**src/hdl/wpsp_pkg.sv**
```systemverilog
// ----------------------------------------------------------------------------
// wpsp_pkg
// types and constants for the riff/wave pcm16 byte stream parser
// ----------------------------------------------------------------------------
package wpsp_pkg;

  typedef struct packed {
    logic [7:0] byte_value;
    logic       end_of_file;
  } wpsp_in_t;

  typedef struct packed {
    logic               kind;
    logic signed [15:0] sample;
    logic [3:0]         error_code;
    logic [1:0]         channel_count;
    logic               last_of_run;
  } wpsp_out_t;

  typedef enum logic [4:0] {
    PH_FILE_HDR  = 5'b00001,
    PH_CHUNK_HDR = 5'b00010,
    PH_BODY      = 5'b00100,
    PH_PAD       = 5'b01000,
    PH_DEAD      = 5'b10000
  } wpsp_phase_t;

  localparam logic [1:0] CK_OTHER    = 2'd0;
  localparam logic [1:0] CK_FMT      = 2'd1;
  localparam logic [1:0] CK_DATA     = 2'd2;
  localparam logic [1:0] CK_REJECTED = 2'd3;

  localparam logic [3:0] ERR_OK         = 4'd0;
  localparam logic [3:0] ERR_NOT_WAVE   = 4'd1;
  localparam logic [3:0] ERR_SIZE       = 4'd2;
  localparam logic [3:0] ERR_TRUNC_HDR  = 4'd3;
  localparam logic [3:0] ERR_OVERRUN    = 4'd4;
  localparam logic [3:0] ERR_BAD_FMT    = 4'd5;
  localparam logic [3:0] ERR_SECOND_DAT = 4'd6;
  localparam logic [3:0] ERR_NO_PAD     = 4'd7;
  localparam logic [3:0] ERR_MISSING    = 4'd8;
  localparam logic [3:0] ERR_ENCODING   = 4'd9;
  localparam logic [3:0] ERR_ALIGN      = 4'd10;

  localparam logic [31:0] TAG_RIFF = 32'h5249_4646;
  localparam logic [31:0] TAG_WAVE = 32'h5741_5645;
  localparam logic [31:0] TAG_FMT  = 32'h666D_7420;
  localparam logic [31:0] TAG_DATA = 32'h6461_7461;
  localparam logic [31:0] FMT_LEN  = 32'd16;
  localparam logic [31:0] RATE_RESET = 32'd48000;
  localparam logic [15:0] PCM_DEPTH  = 16'd16;

endpackage

```
**src/hdl/wav_pcm16_stream_parser.sv**
```systemverilog
// ----------------------------------------------------------------------------
// wav_pcm16_stream_parser
// parses a riff/wave file byte by byte, streams pcm16 samples and a verdict
// ----------------------------------------------------------------------------
// results are registered: each goes into the result queue on the beat that causes it
// throughput: one byte per cycle; a beat queues up to two results (a sample
//   and the verdict), drained one per cycle while out_stall is low through a
//   four-entry result queue; the input stalls while more than two results wait
// reset: rst clears all parse state, the queue, and sets the rate to 48000
module wav_pcm16_stream_parser (
  input  logic                 clk,
  input  logic                 rst,
  input  logic                 in_valid,
  output logic                 in_stall,
  input  wpsp_pkg::wpsp_in_t   in_data,
  output logic                 out_valid,
  input  logic                 out_stall,
  output wpsp_pkg::wpsp_out_t  out_data,
  input  logic                 cfg_write,
  input  logic [31:0]          cfg_data
);
  import wpsp_pkg::*;

  logic [31:0] required_sample_rate;
  logic [32:0] file_offset, file_offset_next;
  logic [31:0] declared_size, declared_size_next;
  wpsp_phase_t parse_phase, parse_phase_next;
  logic [31:0] tag_shift, tag_shift_next;
  logic [31:0] chunk_length, chunk_length_next;
  logic [31:0] chunk_remaining, chunk_remaining_next;
  logic [1:0]  chunk_kind, chunk_kind_next;
  logic        have_format, have_format_next;
  logic        have_audio, have_audio_next;
  logic [15:0] format_tag, format_tag_next;
  logic [15:0] channel_field, channel_field_next;
  logic [31:0] rate_field, rate_field_next;
  logic [31:0] byte_rate_field, byte_rate_field_next;
  logic [15:0] align_field, align_field_next;
  logic [15:0] depth_field, depth_field_next;
  logic [31:0] audio_length, audio_length_next;
  logic [7:0]  low_byte_hold, low_byte_hold_next;
  logic [3:0]  first_error, first_error_next;

  logic        accept, pop;
  logic [7:0]  b;
  logic [2:0]  c;
  logic [31:0] body_idx;
  logic        do_end;
  logic        emit_sample;
  logic [15:0] sample_word;
  logic [3:0]  err;
  logic [31:0] byte_rate_exp;
  logic        misaligned;
  wpsp_out_t   res_sample, res_verdict;

  wpsp_out_t   queue [4];
  logic [2:0]  wr_ptr, rd_ptr, count;
  logic [1:0]  wr_a, wr_b;

  assign accept    = in_valid && !in_stall;
  assign pop       = out_valid && !out_stall;
  assign in_stall  = (count > 3'd2);
  assign out_valid = (count != 3'd0);
  assign b         = in_data.byte_value;
  assign c         = chunk_remaining[2:0];
  assign body_idx  = chunk_length - chunk_remaining;

  always_comb begin
    file_offset_next     = (file_offset != '1) ? file_offset + 33'd1 : file_offset;
    declared_size_next   = declared_size;
    parse_phase_next     = parse_phase;
    tag_shift_next       = tag_shift;
    chunk_length_next    = chunk_length;
    chunk_remaining_next = chunk_remaining;
    chunk_kind_next      = chunk_kind;
    have_format_next     = have_format;
    have_audio_next      = have_audio;
    format_tag_next      = format_tag;
    channel_field_next   = channel_field;
    rate_field_next      = rate_field;
    byte_rate_field_next = byte_rate_field;
    align_field_next     = align_field;
    depth_field_next     = depth_field;
    audio_length_next    = audio_length;
    low_byte_hold_next   = low_byte_hold;
    first_error_next     = first_error;
    do_end               = 1'b0;
    emit_sample          = 1'b0;
    sample_word          = {b, low_byte_hold};

    unique case (parse_phase)
      PH_FILE_HDR: begin
        if (file_offset < 33'd4 || file_offset >= 33'd8) begin
          tag_shift_next = {tag_shift[23:0], b};
        end else begin
          case (file_offset[1:0])
            2'd0: declared_size_next[7:0]   = declared_size[7:0] | b;
            2'd1: declared_size_next[15:8]  = declared_size[15:8] | b;
            2'd2: declared_size_next[23:16] = declared_size[23:16] | b;
            default: declared_size_next[31:24] = declared_size[31:24] | b;
          endcase
        end
        if (file_offset == 33'd3 && tag_shift_next != TAG_RIFF) begin
          first_error_next = ERR_NOT_WAVE;
          parse_phase_next = PH_DEAD;
        end else if (file_offset == 33'd11) begin
          if (tag_shift_next != TAG_WAVE) begin
            first_error_next = ERR_NOT_WAVE;
            parse_phase_next = PH_DEAD;
          end else begin
            parse_phase_next     = PH_CHUNK_HDR;
            chunk_remaining_next = '0;
          end
        end
      end
      PH_CHUNK_HDR: begin
        if (c == 3'd0) chunk_length_next = '0;
        if (c < 3'd4) begin
          tag_shift_next = {tag_shift[23:0], b};
        end else begin
          case (c[1:0])
            2'd0: chunk_length_next[7:0]   = b;
            2'd1: chunk_length_next[15:8]  = chunk_length[15:8] | b;
            2'd2: chunk_length_next[23:16] = chunk_length[23:16] | b;
            default: chunk_length_next[31:24] = chunk_length[31:24] | b;
          endcase
        end
        chunk_remaining_next = {29'd0, c} + 32'd1;
        if (c == 3'd7) begin
          if (tag_shift == TAG_FMT) begin
            if (have_format || chunk_length_next != FMT_LEN) begin
              chunk_kind_next = CK_REJECTED;
            end else begin
              chunk_kind_next  = CK_FMT;
              have_format_next = 1'b1;
            end
          end else if (tag_shift == TAG_DATA) begin
            if (have_audio) begin
              chunk_kind_next = CK_REJECTED;
            end else begin
              chunk_kind_next   = CK_DATA;
              have_audio_next   = 1'b1;
              audio_length_next = chunk_length_next;
            end
          end else begin
            chunk_kind_next = CK_OTHER;
          end
          chunk_remaining_next = chunk_length_next;
          parse_phase_next     = PH_BODY;
          do_end               = (chunk_length_next == '0);
        end
      end
      PH_BODY: begin
        if (chunk_kind == CK_FMT && body_idx[31:4] == '0) begin
          case (body_idx[3:0])
            4'd0:  format_tag_next[7:0]       = format_tag[7:0] | b;
            4'd1:  format_tag_next[15:8]      = format_tag[15:8] | b;
            4'd2:  channel_field_next[7:0]    = channel_field[7:0] | b;
            4'd3:  channel_field_next[15:8]   = channel_field[15:8] | b;
            4'd4:  rate_field_next[7:0]       = rate_field[7:0] | b;
            4'd5:  rate_field_next[15:8]      = rate_field[15:8] | b;
            4'd6:  rate_field_next[23:16]     = rate_field[23:16] | b;
            4'd7:  rate_field_next[31:24]     = rate_field[31:24] | b;
            4'd8:  byte_rate_field_next[7:0]  = byte_rate_field[7:0] | b;
            4'd9:  byte_rate_field_next[15:8] = byte_rate_field[15:8] | b;
            4'd10: byte_rate_field_next[23:16] = byte_rate_field[23:16] | b;
            4'd11: byte_rate_field_next[31:24] = byte_rate_field[31:24] | b;
            4'd12: align_field_next[7:0]      = align_field[7:0] | b;
            4'd13: align_field_next[15:8]     = align_field[15:8] | b;
            4'd14: depth_field_next[7:0]      = depth_field[7:0] | b;
            default: depth_field_next[15:8]   = depth_field[15:8] | b;
          endcase
        end else if (chunk_kind == CK_DATA) begin
          if (!body_idx[0]) low_byte_hold_next = b;
          else emit_sample = 1'b1;
        end
        chunk_remaining_next = chunk_remaining - 32'd1;
        do_end               = (chunk_remaining_next == '0);
      end
      PH_PAD: begin
        parse_phase_next     = PH_CHUNK_HDR;
        chunk_remaining_next = '0;
      end
      PH_DEAD: begin
      end
      default: begin
      end
    endcase

    // end of chunk body
    if (do_end) begin
      if (chunk_kind_next == CK_REJECTED) begin
        first_error_next = (tag_shift_next == TAG_FMT) ? ERR_BAD_FMT : ERR_SECOND_DAT;
        parse_phase_next = PH_DEAD;
      end else if (chunk_length_next[0]) begin
        parse_phase_next = PH_PAD;
      end else begin
        parse_phase_next     = PH_CHUNK_HDR;
        chunk_remaining_next = '0;
      end
    end
  end

  // verdict, only meaningful on the final byte; align is 2 or 4 once it matters
  always_comb begin
    byte_rate_exp = align_field_next[2] ? {rate_field_next[29:0], 2'b00}
                                        : {rate_field_next[30:0], 1'b0};
    misaligned    = align_field_next[2] ? (audio_length_next[1:0] != 2'b00)
                                        : audio_length_next[0];
    if (first_error_next == ERR_NOT_WAVE || file_offset < 33'd11) begin
      err = ERR_NOT_WAVE;
    end else if ({2'b00, declared_size_next} + 34'd8 != {1'b0, file_offset} + 34'd1) begin
      err = ERR_SIZE;
    end else if (first_error_next != ERR_OK) begin
      err = first_error_next;
    end else if (parse_phase_next == PH_CHUNK_HDR && chunk_remaining_next != '0) begin
      err = ERR_TRUNC_HDR;
    end else if (parse_phase_next == PH_BODY) begin
      err = ERR_OVERRUN;
    end else if (parse_phase_next == PH_PAD) begin
      err = ERR_NO_PAD;
    end else if (!have_format_next || !have_audio_next) begin
      err = ERR_MISSING;
    end else if (format_tag_next != 16'd1 ||
                 (channel_field_next != 16'd1 && channel_field_next != 16'd2) ||
                 rate_field_next != required_sample_rate ||
                 depth_field_next != PCM_DEPTH ||
                 align_field_next != {channel_field_next[14:0], 1'b0} ||
                 byte_rate_field_next != byte_rate_exp) begin
      err = ERR_ENCODING;
    end else if (misaligned) begin
      err = ERR_ALIGN;
    end else begin
      err = ERR_OK;
    end

    res_sample.kind          = 1'b0;
    res_sample.sample        = sample_word;
    res_sample.error_code    = ERR_OK;
    res_sample.channel_count = 2'd0;
    res_sample.last_of_run   = !in_data.end_of_file;

    res_verdict.kind          = 1'b1;
    res_verdict.sample        = '0;
    res_verdict.error_code    = err;
    res_verdict.channel_count = (err == ERR_OK) ? channel_field_next[1:0] : 2'd0;
    res_verdict.last_of_run   = 1'b1;
  end

  always_ff @(posedge clk) begin
    if (rst) begin
      required_sample_rate <= RATE_RESET;
    end else if (cfg_write) begin
      required_sample_rate <= cfg_data;
    end
  end

  always_ff @(posedge clk) begin
    if (rst || (accept && in_data.end_of_file)) begin
      file_offset     <= '0;
      declared_size   <= '0;
      parse_phase     <= PH_FILE_HDR;
      tag_shift       <= '0;
      chunk_length    <= '0;
      chunk_remaining <= '0;
      chunk_kind      <= CK_OTHER;
      have_format     <= 1'b0;
      have_audio      <= 1'b0;
      format_tag      <= '0;
      channel_field   <= '0;
      rate_field      <= '0;
      byte_rate_field <= '0;
      align_field     <= '0;
      depth_field     <= '0;
      audio_length    <= '0;
      low_byte_hold   <= '0;
      first_error     <= ERR_OK;
    end else if (accept) begin
      file_offset     <= file_offset_next;
      declared_size   <= declared_size_next;
      parse_phase     <= parse_phase_next;
      tag_shift       <= tag_shift_next;
      chunk_length    <= chunk_length_next;
      chunk_remaining <= chunk_remaining_next;
      chunk_kind      <= chunk_kind_next;
      have_format     <= have_format_next;
      have_audio      <= have_audio_next;
      format_tag      <= format_tag_next;
      channel_field   <= channel_field_next;
      rate_field      <= rate_field_next;
      byte_rate_field <= byte_rate_field_next;
      align_field     <= align_field_next;
      depth_field     <= depth_field_next;
      audio_length    <= audio_length_next;
      low_byte_hold   <= low_byte_hold_next;
      first_error     <= first_error_next;
    end
  end

  // result queue: up to two entries written per beat, one read
  assign wr_a = wr_ptr[1:0];
  assign wr_b = emit_sample ? wr_ptr[1:0] + 2'd1 : wr_ptr[1:0];

  always_ff @(posedge clk) begin
    if (accept && emit_sample) queue[wr_a] <= res_sample;
    if (accept && in_data.end_of_file) queue[wr_b] <= res_verdict;
  end

  assign out_data = queue[rd_ptr[1:0]];

  always_ff @(posedge clk) begin
    if (rst) begin
      wr_ptr <= '0;
      rd_ptr <= '0;
      count  <= '0;
    end else begin
      wr_ptr <= wr_ptr + (accept ? {2'b00, emit_sample} + {2'b00, in_data.end_of_file} : 3'd0);
      rd_ptr <= rd_ptr + {2'b00, pop};
      count  <= count + (accept ? {2'b00, emit_sample} + {2'b00, in_data.end_of_file} : 3'd0)
                - {2'b00, pop};
    end
  end

`ifndef SYNTHESIS
  a_count_bound: assert property (@(posedge clk) disable iff (rst) count <= 3'd4)
    else $error("result queue overflow");
  a_eof_gives_result: assert property (@(posedge clk) disable iff (rst)
    (accept && in_data.end_of_file) |=> out_valid)
    else $error("no verdict queued after final byte");
  a_eof_restarts: assert property (@(posedge clk) disable iff (rst)
    (accept && in_data.end_of_file) |=>
      (parse_phase == PH_FILE_HDR && file_offset == '0 && first_error == ERR_OK))
    else $error("parser not restarted after final byte");
  a_ptr_count: assert property (@(posedge clk) disable iff (rst)
    count == (wr_ptr - rd_ptr))
    else $error("queue count out of step with pointers");
`endif

endmodule

```
**config.mk**
```make
export PLATFORM = sky130hd
export DESIGN_NAME = wav_pcm16_stream_parser
export DESIGN_NICKNAME = d
export VERILOG_FILES = /design/src/hdl/wpsp_pkg.sv /design/src/hdl/wav_pcm16_stream_parser.sv
export SDC_FILE = /design/constraint.sdc
export NUM_CORES = 1
export LEC_CHECK = 0
export BUFFER_PORTS_ARGS = -buffer_cell sky130_fd_sc_hd__clkbuf_2
export CAP_MARGIN = 20
export CORE_UTILIZATION = 34
export CTS_CLUSTER_SIZE = 14
export DETAILED_ROUTE_END_ITERATION = 8
export HOLD_SLACK_MARGIN = 0.08
export PLACE_DENSITY = 0.53
export SLEW_MARGIN = 40
export SYNTH_ARGS = -nofsm -noshare
export SYNTH_HDL_FRONTEND = slang
export SYNTH_SLANG_ARGS = --single-unit
export TNS_END_PERCENT = 5
```
**constraint.sdc**
```tcl
create_clock -name clk -period 8 [get_ports clk]
set_input_delay 0.4 -clock clk [delete_from_list [all_inputs] [get_ports clk]]
set_output_delay 0.4 -clock clk [all_outputs]
set_load 0.02 [all_outputs]
```
==> flow_summary_export.csv <==
group,metric,value,unit
outcome,run_status,"completed",
yosys,yosys.area_share.simple,24.72,%
job,drv_cap,0,
power,power_leakage,0.01074,uW
critical_path,reg2reg_depth,20,
yosys,synth_warnings,0,
yosys,synth_most_common_cell,"a21oi_1",
timing,max_slew_margin,39.88,%
yosys,synth_edf_count,24,
yosys,synth_top_family_by_area,"simple AND/OR/NAND/NOR gates",
yosys,synth_top_cell_by_area,"dfxtp_1",
detailed_routing,wirelength,99620,um
placed_design,gp_congestion,0.9832,
critical_path,path_class,"reg2reg",
timing,setup_tns,0,ns
final_layout,seqCellArea,9193,um2
power,vdd_ir_drop_max,0.0001461,V
global_routing,grt_pass1_vias,24490,
detailed_routing,vias_per_cell,5.824,
timing,hold_slack,0.1410,ns
critical_path,slowest_delay,0.57,ns
yosys,async_reset_ff_share,0,%
timing,post-route-period-util,93.48,%
yosys,synth.top_cell.area_share,31.45,%
yosys,synth_flop_cell,"dfxtp_1",
critical_path,endpoint_kind,"flip-flop",
detailed_routing,wl_per_cell,21.94,um
critical_path,crit_top_cell,"nor3_1",
timing,tightest_slew,0.9018,ns
die,die_area,80310,um2
yosys,synthCells,3486,
cts,h-tree-depth,2,
global_routing,antenna_found_initial,3,
timing,grt_setup_unrepaired,"false",
critical_path,r2r_slack,0.52,ns
critical_path,r2r_end,"queue[3][3]",
yosys,synthMuxAreaShare,4.740,%
global_routing,overflow,0,
cts,path_clk_slew,0.06,ns
detailed_routing,drt_iter0_drc,2641,
final_layout,instances_no_fill,4541,
yosys,synth_xor_area_share,6.214,%
timing,finalClockSkew,0.03932,ns
cts,hold_buffers,32,
critical_path,startpoint_type,"flip-flop",
timing,slew_viol_final,0,
cts,cts_buffers,51,
yosys,syn_area,26920,um2
cts,postCtsSetupBuffers,0,
die,core_area,77850,um2
critical_path,crit_chain,"ha_1 > fa_1 > nor2b_2 > o31ai_2 > a211oi_1 > o31ai_1 > a2111oi_0 > o221ai_1 > or4_1 > buf_4 > inv_2 > a41oi_1 > nor2_1 > o2111ai_1 > or4b_1 > or4_4 > nor4_4 > nor4b_1 > nor3_1 > nor3_1",
cts,cts_resized,0,
worst_hold_path,holdPathStages,2,
detailed_routing,vias,26450,
yosys,synth_area_per_cell,7.723,um2
cts,clock_latency,0.64,ns
detailed_routing,drc,0,
yosys,synth_commonest_cells,"a21oi_1 (458), nor2_1 (444), dfxtp_1 (423), nand2_1 (399), clkbuf_1 (211)",
detailed_routing,ant_nets,0,
critical_path,worstPathArrival,7.83,ns
final_layout,final_nets,3563,
die,rows,102,
global_routing,track_usage,24.02,%
placed_design,dp_hpwl,71190,um
yosys,synth.net_count,3589,
timing,max_freq,133.7,MHz
final_layout,syn_to_final_growth,12.62,%
yosys,synth.distinct_cells,99,
placed_design,dp_cells,4415,
die,boundaryPins,72,
timing,layout_min_cycle_time,7.479,ns
die,start_util,34.58,%
die,die_y,283.4,um
worst_hold_path,holdCritStartpoint,"in_data[0]",
worst_hold_path,hp-class,"in2reg",
critical_path,path_max_fanout,43,
yosys,synth_compound_area_share,22.75,%
critical_path,crit_family,"simple AND/OR/NAND/NOR gates",
final_layout,multi_input_area,16630,um2
placed_design,port_buffers,71,
critical_path,rr_startpoint,"chunk_remaining[0]",
timing,final_hold_viol_count,0,
cts,clock_sinks,447,
cts,cts_root_buffer,"clkbuf_16",
critical_path,crit_buf_inv,2,
timing,final-setup-viol-count,0,
worst_hold_path,min_to,"queue[2][0]",
power,p_per_area,220.7,nW/um2
cts,cts_tree,"built",
final_layout,drive_gt1_share,9.400,%
global_routing,grt_first_pass_wirelength,153400,um
critical_path,required,8.35,ns
detailed_routing,firstDrtPassIters,7,
cts,clockBufferDepth,3,
yosys,synth.area.top_cells,"dfxtp_1 (31%), a21oi_1 (8.5%), nor2_1 (6.2%)",
yosys,synthAdderAreaFrac,2.705,%
critical_path,crit_slowest_cell,"inv_2",
die,die_w,283.4,um
yosys,ys_seq_area_share,34.13,%
yosys,synth_seq_cells,447,
final_layout,final.fill_count,8149,
global_routing,grt_max_degree,113,
metrics by stage:
stage | setup WS [ns] | instance area [um2] | util [%] | total power (uW)
4_1_cts | 0.6496 | 30300 | 38.92 | 6705
2_1_floorplan | 1.649 | 26920 | - | 3712
5_1_grt | 0.03511 | 30320 | 38.94 | 6997
3_3_place_gp | 0.7858 | 28130 | 36.14 | 4266
3_5_place_dp | 0.6559 | 28270 | 36.32 | 4262
6_report | 0.5215 | 30320 | 38.95 | 6692
worst max path at each step:
stage	from	endpoint	depth (start not counted)
after floorplan	chunk_remaining[2]	queue[1][1]	23
after global placement	chunk_remaining[0]	queue[0][3]	20
after detailed placement	chunk_remaining[0]	queue[3][3]	20
after CTS	chunk_remaining[0]	queue[3][3]	20
after global routing	chunk_remaining[0]	queue[1][1]	20
final	chunk_remaining[0]	queue[3][3]	20
power breakdown:
group          total (uW)  internal [uW]  switching [uW]  leakage (uW)
sequential           2430           2310             115       0.00363
clock                2430           1380            1050      0.000828
combinational        1840            647            1190       0.00628
total                6690           4340            2360        0.0107
layout by cell type, fill, tap and decap left out, types with 18 or more instances in the layout:
master         synthesis  layout
a211oi_1              22      20
a21o_1                29      29
a21oi_1              458     455
a22oi_1               29      29
a31oi_1               54      54
a41oi_1               53      53
and2_1                24      23
and3_1                43      43
buf_4                  5      59
clkbuf_16              0      51
clkbuf_2               0      70
dfxtp_1              423     422
dlygate4sd3_1          0      32
edfxtp_1              24      24
ha_1                  55      55
inv_1                 77      77
mux2i_1               69      69
mux4_2                24      24
nand2_1              399     394
nand2b_1              19      18
nand3_1               72      72
nand4_1               55      55
nor2_1               444     434
nor2b_1               32      32
nor3_1               116     109
nor4_1                57      57
o21a_1                19      19
o21ai_0              126     123
o22ai_1               25      25
or3_1                 30      30
xnor2_1              134     133
xor2_1                57      57
state kept, by name (all words and copies together) (netlist names), 32 cells and up:
signal / cells
declared_size: 32
chunk_length: 32
byte_rate_field: 32
chunk_remaining: 32
file_offset: 33
queue: 96
tag_shift: 32
rate_field: 32
required_sample_rate: 32
cell families after synthesis:
logic type,Yosys count
multiplexers,97
AND/OR/NAND/NOR,1390
XOR/XNOR,191
adder cells (fa/ha/maj),57
flip-flops,447
AO/OA/AOI/OAI,982
buffers and inverters,322
cell type report:
type | instances | area share, %
diodes | 1 | 0.008254
clock buffers | 62 | 4.445
clock inverters | 31 | 1.193
inverters | 78 | 0.9657
multi-input cells | 2717 | 54.86
flip-flops and latches | 447 | 30.32
well taps | 1040 | 4.292
repair buffers | 165 | 3.920
per-layer routing:
| metal | vias to the layer above | wire length (um) | share of wire [%] | track usage [%] |
|---|---|---|---|---|
| met2 | 1095 | 43470 | 44 | 37.30 |
| met4 | 4 | 4041 | 4.1 | 9.162 |
| met1 | 12540 | 44660 | 45 | 33.44 |
| met3 | 245 | 7421 | 7.4 | 3.497 |
| li1 | 12560 | - | - | - |
| met5 | - | 26 | 0.026 | 0 |
No activity file was read; power rests on OpenSTA's default activity.
